File: config.mk
export PLATFORM = sky130hd
export DESIGN_NAME = divider_timer_with_reload_delay
export DESIGN_NICKNAME = d
export VERILOG_FILES = /design/src/rtl/dtr_pkg.sv /design/src/rtl/dtr_in_reg.sv /design/src/rtl/dtr_core.sv /design/src/rtl/dtr_out_reg.sv /design/src/rtl/divider_timer_with_reload_delay.sv
export SDC_FILE = /design/constraint.sdc
export NUM_CORES = 1
export LEC_CHECK = 0
export ABC_CLOCK_PERIOD_IN_PS = 3000
export BUFFER_PORTS_ARGS = -buffer_cell sky130_fd_sc_hd__buf_4
export CAP_MARGIN = 15
export CORE_ASPECT_RATIO = 1.75
export CORE_MARGIN = 2
export CORE_UTILIZATION = 60
export CTS_BUF_LIST = sky130_fd_sc_hd__clkbuf_2
export CTS_CLUSTER_SIZE = 25
export DETAILED_ROUTE_END_ITERATION = 8
export GPL_ROUTABILITY_DRIVEN = 0
export GPL_TIMING_DRIVEN = 0
export PLACE_DENSITY = 0.87
export SYNTH_ARGS = -nofsm -noshare
export SYNTH_HDL_FRONTEND = slang
export SYNTH_HIERARCHICAL = 1
export SYNTH_SLANG_ARGS = --single-unit
File: constraint.sdc
create_clock -name clock -period 3 [get_ports clock]
set_clock_uncertainty 0.05 [all_clocks]
set_input_delay 0 -clock clock [delete_from_list [all_inputs] [get_ports clock]]
set_output_delay 0 -clock clock [all_outputs]
set_load 0.05 [all_outputs]
File: src/rtl/dtr_pkg.sv
// Shared types, register addresses and the divider tap helper for the timer block.
`default_nettype none

package dtr_pkg;

   // Item kinds carried on the input channel's tuser.
   typedef enum logic [1:0] {
      FuncTick  = 2'd0,
      FuncRead  = 2'd1,
      FuncWrite = 2'd2
   } func_type;

   // Bus addresses of the four timer registers.
   localparam logic [15:0] AddrDiv  = 16'hFF04;
   localparam logic [15:0] AddrTima = 16'hFF05;
   localparam logic [15:0] AddrTma  = 16'hFF06;
   localparam logic [15:0] AddrTac  = 16'hFF07;

   // Ticks in the overflow delay and in the reload window.
   localparam logic [2:0] WaitTicks = 3'd4;

   // Value returned for an unmapped address, and the fill for unused control bits.
   localparam logic [7:0] OpenBus  = 8'hFF;
   localparam logic [7:0] TacFill  = 8'hF8;

   typedef struct packed {
      logic [1:0]  func;
      logic [15:0] address;
      logic [7:0]  write_data;
   } item_type;

   typedef struct packed {
      logic [7:0] read_data;
      logic       timer_irq;
   } result_type;

   // Handshake status between the pipeline stages.
   typedef struct packed {
      logic valid;
      logic advance;
   } stage_ctl_type;

   // Level of the divider bit chosen by the control register, gated by its enable bit.
   function automatic logic tap_level(input logic [2:0] ctrl, input logic [15:0] div);
      logic level;
      case (ctrl[1:0])
         2'd0:    level = div[9];
         2'd1:    level = div[3];
         2'd2:    level = div[5];
         2'd3:    level = div[7];
         default: level = 1'b0;
      endcase
      return ctrl[2] & level;
   endfunction

endpackage

`default_nettype wire

File: src/rtl/dtr_in_reg.sv
// Input register stage that holds one accepted item until the timer core takes it.
`default_nettype none

module dtr_in_reg (
   input  wire logic                   clock,
   input  wire logic                   reset,
   input  wire logic                   in_valid,
   output logic                        in_ready,
   input  wire dtr_pkg::item_type      in_item,
   input  wire logic                   advance,
   output dtr_pkg::stage_ctl_type      ctl,
   output dtr_pkg::item_type           item
);

   logic              valid_ff;
   logic              valid_in;
   dtr_pkg::item_type item_ff;

   // The stage frees up in the same cycle in which the core consumes its item.
   assign in_ready = !valid_ff || advance;
   assign valid_in = (in_valid && in_ready) || (valid_ff && !advance);

   always_ff @(posedge clock) begin
      if (reset) begin
         valid_ff <= 1'b0;
      end else begin
         valid_ff <= valid_in;
      end
   end

   always_ff @(posedge clock) begin
      if (in_valid && in_ready) begin
         item_ff <= in_item;
      end
   end

   assign ctl.valid   = valid_ff;
   assign ctl.advance = advance;
   assign item        = item_ff;

endmodule

`default_nettype wire

File: src/rtl/dtr_core.sv
// Timer state registers and the single-pass next-state and read logic for one item.
`default_nettype none

module dtr_core (
   input  wire logic                   clock,
   input  wire logic                   reset,
   input  wire dtr_pkg::stage_ctl_type ctl,
   input  wire dtr_pkg::item_type      item,
   output dtr_pkg::result_type         result
);

   logic [15:0] div_ff,   div_in;
   logic [7:0]  tima_ff,  tima_in;
   logic [7:0]  tma_ff,   tma_in;
   logic [2:0]  tac_ff,   tac_in;
   logic [2:0]  wait_ff,  wait_in;
   logic [2:0]  guard_ff, guard_in;
   logic        step;
   logic        fire;

   assign fire = ctl.valid && ctl.advance;

   always_comb begin
      div_in           = div_ff;
      tima_in          = tima_ff;
      tma_in           = tma_ff;
      tac_in           = tac_ff;
      wait_in          = wait_ff;
      guard_in         = guard_ff;
      step             = 1'b0;
      result.read_data = 8'd0;
      result.timer_irq = 1'b0;

      if (fire) begin
         case (item.func)
            dtr_pkg::FuncTick: begin
               if (guard_ff != 3'd0) begin
                  guard_in = guard_ff - 3'd1;
               end
               // The delayed reload lands on the tick that empties the wait count.
               if (wait_ff != 3'd0) begin
                  wait_in = wait_ff - 3'd1;
                  if (wait_ff == 3'd1) begin
                     tima_in          = tma_ff;
                     result.timer_irq = 1'b1;
                     guard_in         = dtr_pkg::WaitTicks;
                  end
               end
               div_in = div_ff + 16'd1;
               step   = dtr_pkg::tap_level(tac_ff, div_ff) &&
                        !dtr_pkg::tap_level(tac_ff, div_in);
            end
            dtr_pkg::FuncRead: begin
               case (item.address)
                  dtr_pkg::AddrDiv:  result.read_data = div_ff[15:8];
                  dtr_pkg::AddrTima: result.read_data = tima_ff;
                  dtr_pkg::AddrTma:  result.read_data = tma_ff;
                  dtr_pkg::AddrTac:  result.read_data = dtr_pkg::TacFill | {5'd0, tac_ff};
                  default:           result.read_data = dtr_pkg::OpenBus;
               endcase
            end
            dtr_pkg::FuncWrite: begin
               case (item.address)
                  dtr_pkg::AddrDiv: begin
                     // A cleared divider reads low at every tap, so a high tap falls.
                     div_in = 16'd0;
                     step   = dtr_pkg::tap_level(tac_ff, div_ff);
                  end
                  dtr_pkg::AddrTima: begin
                     if (guard_ff == 3'd0) begin
                        tima_in = item.write_data;
                        wait_in = 3'd0;
                     end
                  end
                  dtr_pkg::AddrTma: begin
                     tma_in = item.write_data;
                     if (guard_ff != 3'd0) begin
                        tima_in = item.write_data;
                     end
                  end
                  dtr_pkg::AddrTac: begin
                     tac_in = item.write_data[2:0];
                     step   = dtr_pkg::tap_level(tac_ff, div_ff) &&
                              !dtr_pkg::tap_level(item.write_data[2:0], div_ff);
                  end
                  default: begin
                  end
               endcase
            end
            default: begin
            end
         endcase

         // A falling tap steps the counter unless a delay or reload window is running.
         if (step && wait_in == 3'd0 && guard_in == 3'd0) begin
            if (tima_in == 8'hFF) begin
               wait_in = dtr_pkg::WaitTicks;
            end
            tima_in = tima_in + 8'd1;
         end
      end
   end

   always_ff @(posedge clock) begin
      if (reset) begin
         div_ff   <= 16'd0;
         tima_ff  <= 8'd0;
         tma_ff   <= 8'd0;
         tac_ff   <= 3'd0;
         wait_ff  <= 3'd0;
         guard_ff <= 3'd0;
      end else begin
         div_ff   <= div_in;
         tima_ff  <= tima_in;
         tma_ff   <= tma_in;
         tac_ff   <= tac_in;
         wait_ff  <= wait_in;
         guard_ff <= guard_in;
      end
   end

endmodule

`default_nettype wire

File: src/rtl/dtr_out_reg.sv
// Result register that holds one finished item until the downstream side takes it.
`default_nettype none

module dtr_out_reg (
   input  wire logic                clock,
   input  wire logic                reset,
   input  wire logic                load,
   input  wire dtr_pkg::result_type result,
   input  wire logic                out_ready,
   output logic                     out_valid,
   output dtr_pkg::result_type      out_result,
   output logic                     space
);

   logic                valid_ff;
   logic                valid_in;
   dtr_pkg::result_type result_ff;

   assign space    = !valid_ff || out_ready;
   assign valid_in = load || (valid_ff && !out_ready);

   always_ff @(posedge clock) begin
      if (reset) begin
         valid_ff <= 1'b0;
      end else begin
         valid_ff <= valid_in;
      end
   end

   always_ff @(posedge clock) begin
      if (load) begin
         result_ff <= result;
      end
   end

   assign out_valid  = valid_ff;
   assign out_result = result_ff;

endmodule

`default_nettype wire

File: src/rtl/divider_timer_with_reload_delay.sv
// Top level of the divider and timer block with delayed counter reload.
// An accepted item is held in the input register, and its result item is registered for rsp_.
// Throughput: one item per cycle, ticks and bus accesses alike, as long as rsp_tready stays high.
// The rate is set by the single pass of timer logic between the input and result registers.
// Reset is synchronous and active high; it clears the divider, counter, modulo, control,
// the overflow delay and the reload window, and empties both pipeline registers.
`default_nettype none

module divider_timer_with_reload_delay (
   input  wire logic        clock,
   input  wire logic        reset,
   // Input items.
   input  wire logic        req_tvalid,
   output logic             req_tready,
   input  wire logic [23:0] req_tdata,   // [15:0] address, [23:16] write_data
   input  wire logic [1:0]  req_tuser,   // [1:0] func: tick, bus read or bus write
   // Result items.
   output logic             rsp_tvalid,
   input  wire logic        rsp_tready,
   output logic [15:0]      rsp_tdata    // [7:0] read_data, [8] timer_irq, [15:9] zero
);

   dtr_pkg::item_type      in_item;
   dtr_pkg::item_type      stage_item;
   dtr_pkg::stage_ctl_type stage_ctl;
   dtr_pkg::result_type    core_result;
   dtr_pkg::result_type    out_result;
   logic                   out_space;
   logic                   advance;

   assign in_item.func       = req_tuser;
   assign in_item.address    = req_tdata[15:0];
   assign in_item.write_data = req_tdata[23:16];

   // The item in the input register is processed whenever the result register
   // is empty or is being emptied in this cycle, so items flow back to back.
   // While a result item is stalled, one more item can still be taken into an
   // empty input register; once both registers are full, req_tready drops.
   assign advance = stage_ctl.valid && out_space;

   dtr_in_reg u_in_reg (
      .clock    (clock),
      .reset    (reset),
      .in_valid (req_tvalid),
      .in_ready (req_tready),
      .in_item  (in_item),
      .advance  (advance),
      .ctl      (stage_ctl),
      .item     (stage_item)
   );

   // All timer state lives here and is updated by the item being processed.
   dtr_core u_core (
      .clock  (clock),
      .reset  (reset),
      .ctl    (stage_ctl),
      .item   (stage_item),
      .result (core_result)
   );

   dtr_out_reg u_out_reg (
      .clock      (clock),
      .reset      (reset),
      .load       (advance),
      .result     (core_result),
      .out_ready  (rsp_tready),
      .out_valid  (rsp_tvalid),
      .out_result (out_result),
      .space      (out_space)
   );

   assign rsp_tdata = {7'd0, out_result.timer_irq, out_result.read_data};

endmodule

`default_nettype wire

After elaboration in Yosys (flattened, before gate mapping)
Cells that the tools add are included.
{"block": "op_classes", "order_cmp": 0, "n_eq_ne": 15, "mul": 0, "shifts": 0, "muxes": 43, "n_addsub": 4, "bitwise": 5, "div": 0, "n_reduce_logical": 33}
{"op": "equality test 16 bit, second input constant", "n": 4}
{"op": "two-way mux 8 bit", "n": 6}
{"op": "two-way mux 3 bit", "n": 11}
{"op": "one-hot mux 16 bit (2 select lines)", "n": 1}
{"op": "one-hot mux 8 bit (2 select lines)", "n": 2}
{"op": "one-hot mux 8 bit (4 select lines)", "n": 1}
{"op": "adder 16 x 1 -> 16 bit, second input constant", "n": 1}
{"op": "two-way mux 16 bit", "n": 1}
{"op": "two-way mux 1 bit", "n": 15}
{"op": "one-hot mux 1 bit (4 select lines)", "n": 3}
{"op": "AND reduction 3 bit", "n": 4}
{"op": "equality test 2 bit, second input constant", "n": 5}
{"op": "logical AND 1 bit", "n": 9}
{"op": "logical NOT 3 bit", "n": 3}
{"op": "adder 8 x 1 -> 8 bit, second input constant", "n": 1}
{"op": "equality test 8 bit, second input constant", "n": 1}
{"op": "equality test 2 x 1 -> 1 bit, second input constant", "n": 3}
{"op": "logical NOT 1 bit", "n": 6}
{"op": "logical NOT 2 bit", "n": 3}
{"op": "one-hot mux 3 bit (2 select lines)", "n": 1}
{"op": "nonzero test 3 bit", "n": 2}
{"op": "subtractor 3 x 1 -> 3 bit, second input constant", "n": 2}
{"op": "AND 1 bit", "n": 5}
{"op": "logical OR 1 bit", "n": 4}
{"op": "5 further kinds", "n": 6}
{"block": "word_totals", "mem_bits_rw": 0, "mem_bits_ro": 0, "inputBits": 30, "output_inout_bits": 18, "latchBits": 0, "register_bits": 78, "memories": 0, "wordCells": 113}

Longest topological paths before layout
{"block": "depth", "ltp_word": 14, "mapped_depth": 10, "ltp_nobuf": 9}

Cells and area by module
The synthesis kept the hierarchy.
{"module": "dtr_core", "area_each_um2": 2820.2, "instances": 1, "seq_area_each_um2": 820.8, "cells_each": 355}
{"module": "dtr_in_reg", "area_each_um2": 850.8, "instances": 1, "seq_area_each_um2": 800.8, "cells_each": 33}
{"module": "dtr_out_reg", "area_each_um2": 316.6, "instances": 1, "seq_area_each_um2": 290.3, "cells_each": 13}
{"module": "divider_timer_with_reload_delay", "area_each_um2": 62.6, "instances": 1, "seq_area_each_um2": 0.0, "cells_each": 9}

Worst setup path after synthesis
No wires, ideal clock.
{"block": "synth_path", "path_kind": "flip-flop to flip-flop", "from": "register u_in_reg.item_ff (netlist bit u_in_reg/item[11])", "to": "register u_core.tima_ff[4]", "path_buffers": 2, "path_slack_ns": 0.280, "period_less_slack_ns": 2.720, "required_ns": 2.859, "arrival_ns": 2.579, "path_stages_with_launch": 10, "setup_ns": 0.091, "path_cell_list": "edfxtp_1 or4b_1 or4_4 buf_6 nor3_4 o2111ai_2 a211oi_2 buf_6 nand4_1 a311oi_1"}
{"block": "synth_between", "elab_chain_cells": 8, "elab_cells_between_ends": 18, "classes_between": "add/sub (1); eq/ne (4); mux (10); reduce/logical (3)"}
{"element": "start: declaration", "line_no": "dtr_in_reg.sv:17", "rtl": "dtr_pkg::item_type item_ff;"}
{"element": "start signal: assignment", "line_no": "dtr_in_reg.sv:33", "rtl": "item_ff <= in_item;"}
{"element": "parallel branches: the longest is 7 deep, another holds adder 8 x 1 -> 8 bit"}
{"element": "two-way mux 8 bit *", "line_no": "dtr_core.sv:95", "rtl": "if (step && wait_in == 3'd0 && guard_in == 3'd0) begin"}
{"element": "end signal: assignment", "line_no": "dtr_core.sv:114", "rtl": "tima_ff <= tima_in;"}
{"element": "end: declaration", "line_no": "dtr_core.sv:13", "rtl": "logic [7:0] tima_ff, tima_in;"}
Mark *: on every way between the ends. The select of a mux whose other input is x is not followed.
A chain may end at the register's enable or synchronous reset.

Worst setup path in the final report
{"block": "layout_path", "from": "register u_in_reg.item_ff (netlist bit u_in_reg/item[13])", "to": "register u_core.tima_ff[4]"}
The elaborated chain is that of the path after synthesis.

==> results.ini <==
[clock_network]
cts_htree_levels = 3
cts_tree = built
ctsLongestPathBuffers = 2
clk_pin_slew_ps = 190
root_buffer = clkbuf_2
clock_latency_ps = 530
cts.sinks = 78
cts_buffers = 9

[timing]
setup_ws_ps = 14.9
setup_viol = 0
rsz0062_at_grt = true
worstMarginPinSlew_ps = 753
period_needed_ps = 2990
fin_setup_tns_ps = 0
hold_viol = 0
fin_crit_sh = 0.995
max_freq_ghz = 0.335
maxSlewHeadroom = 0.494
drv_slew = 0

[routing]
dr.pass1.iters = 7
ant_nets = 0
drtIter0Drc = 267
drt-wirelength-per-cell_um = 18.0
via_per_inst = 6.21
dr_total_vias = 3638
drc = 1
wl_um = 10500

[setup_path]
critical-path-max-stage-delay_ps = 600
cp-startpoint = u_in_reg/item[13]
worst-endpoint-required_ps = 3400
cp_max_fo = 6
worst_setup_path_start_kind = flip-flop
path_cells = or4b_4 -> or4_4 -> nor3_4 -> o2111ai_2 -> a211oi_2 -> buf_6 -> nand4_1 -> a311oi_2
endpoint_kind = flip-flop
cp_slowest_cell = or4_4
r2r-start = u_in_reg/item[13]
path_class = reg2reg
arrival_ps = 3390

[global_route]
antenna_found_initial = 0
use_met2 = 0.527
grt_pass1_vias = 3534
busiest_layer = met2
grt_pass1_wl_um = 16400
grt_max_degree = 27
grt.total_usage = 0.295
grt.met3_usage = 0.0571
gr-total-overflow = 0
gr-usage-met1 = 0.288

[cells_and_area]
layout.cells.non_filler = 586
diodes = 0
finish.utilization = 0.763
drive_above_1_share = 0.232
n_fill_cell = 456
syn2layout_area_growth_pct = 23.1
final_nets = 536

[synthesis]
ys_ff_latch = 78
synth_area_leaders = edfxtp_1, dfxtp_1, nor2_1
ys.flop_type = dfxtp_1
ys_top_cells_by_count = nor2_1, dfxtp_1, edfxtp_1
synth_cell_types = 67
synth_top_area_share = 0.259
ys_warn_count = 6
synth_most_common_cell = nor2_1
synth-edff-count = 35
netlist_area_um2 = 4050
synth_top_cell_by_area = edfxtp_1
syn_inst = 410
ys_seq_area_frac = 0.472
async_flop_share = 0
avgSynthCellArea_um2 = 9.88

[floorplan]
dieArea_um2 = 7450
core-area_um2 = 6540
die_y_um = 113
die_x_um = 66.1
ios = 48
rows = 39
start_util = 0.619

[power]
clkPwrFrac = 0.242
power_density_nw_per_um2 = 381
p_sw_w = 0.000531
seq_power_share = 0.619
p_leak_nw = 1.77
worst_ir_drop_vdd_v = 0.000299
internal_power_w = 0.00137
combPwrFrac = 0.139
netSwitchingFraction = 0.279

[run_status]
violations = DRC
run_status = finished, violations left

[min_path]
min-delay-start = reset
hold_path_class = in2reg

[placed_design]
placed_cells = 538
port_buffers = 40
dp_hpwl_um = 7230
pre_cts_ws_ps = -251

[flow_run]
max_cap_viol_count = 0

[metal layers]
metal  vias to the layer above  wire, µm
li1                       1705         -
met1                      1700      3680
met2                       177      5710
met3                        56       521
met4                         0       630
met5                         -         0
[critical path: cells and delay by family (launching register included)]
family,cells,cell delay (ps)
compound gates,3,780
simple gates,4,1470
buf+inv,1,170
flops,1,450
[path summary, 6_finish.rpt]
path	cells past startpoint	slack, ps	end
setup / recovery	8	10	u_core/tima_ff[4]
setup reg to reg	8	10	u_core/tima_ff[4]
hold / removal	3	120	u_in_reg/valid_ff
hold reg to reg	2	430	u_core/tma_ff[0]
[logic make-up (layout without fill, tap and decap cells)]
kind of cell               after synthesis  after routing  share of synthesized area
adders and majority gates                7              7                     0.0216
and+or+nand+nor                        177            177                      0.238
muxes                                   13             13                     0.0488
DFF                                     78             78                      0.472
other                                    1              7                   0.000926
buffers and inverters                   39            127                     0.0485
xor gates and xnor gates                12             12                     0.0259
AOI/OAI and AO/OA                       83             83                      0.144
[layout by cell type, fill, tap and decap left out, types with 6 or more instances in the layout]
master / count
a21oi_1: 26
and2_1: 7
buf_4: 52
clkbuf_1: 17
clkbuf_2: 11
conb_1: 7
dfxtp_1: 42
dlygate4sd3_1: 29
edfxtp_1: 35
ha_1: 6
inv_1: 8
nand2_1: 26
nand2b_1: 6
nand3_1: 15
nand3b_1: 6
nand4_1: 12
nor2_1: 47
nor3_1: 10
nor4_1: 7
o21ai_0: 8
or3_1: 6
xnor2_1: 7
[power by group through the flow]
stage | registers [W] | clock network (W) | logic [W]
finish | 0.00118 | 0.000460 | 0.000265
global route | 0.00118 | 0.000519 | 0.000279
CTS | 0.00118 | 0.000471 | 0.000254
detailed placement | 0.00120 | 0 | 0.000222
global placement | 0.00119 | 0 | 0.000218
floorplan | 0.00122 | 0 | 0.000119
[per-stage QoR]
stage	power (W)	instance area [µm²]	hold slack, ps
6_report	0.00190	4990	116
5_1_grt	0.00198	4990	71.9
4_1_cts	0.00190	4920	72.5
3_5_place_dp	0.00142	4480	129
3_3_place_gp	0.00141	4480	128
2_1_floorplan	0.00134	4070	12.4
[layout make-up]
class	instances	area (µm²)	area share
plain buffers	30	161	0.0324
clock buffers	11	55.1	0.0110
clock inverters	5	26.3	0.00527
inverters	8	30.0	0.00602
multi-input cells	299	2060	0.414
flip-flops and latches	78	1910	0.384
well taps	82	103	0.0206
repair buffers	73	633	0.127
[flip-flops by register name, indices dropped and copies added, names as in the netlist]
| name | flops |
|---|---|
| u_in_reg/item | 26 |
| u_out_reg/out_result | 9 |
| u_core/tac_ff | 3 |
| u_core/div_ff | 16 |
| u_core/tma_ff | 8 |
| u_in_reg/valid_ff | 1 |
| u_out_reg/out_valid | 1 |
| u_core/guard_ff | 3 |
| u_core/wait_ff | 3 |
| u_core/tima_ff | 8 |
[timing repair]
item / in CTS / in global routing
endpoints found under the hold margin: 54 / 0
pin swaps: 3 / 10
hold buffers: 29 / 0
gates resized for setup: 9 / 14
endpoints found under the setup margin: 16 / 18
buffers inserted: 1 / 3
(Power assumes the default switching activity.)
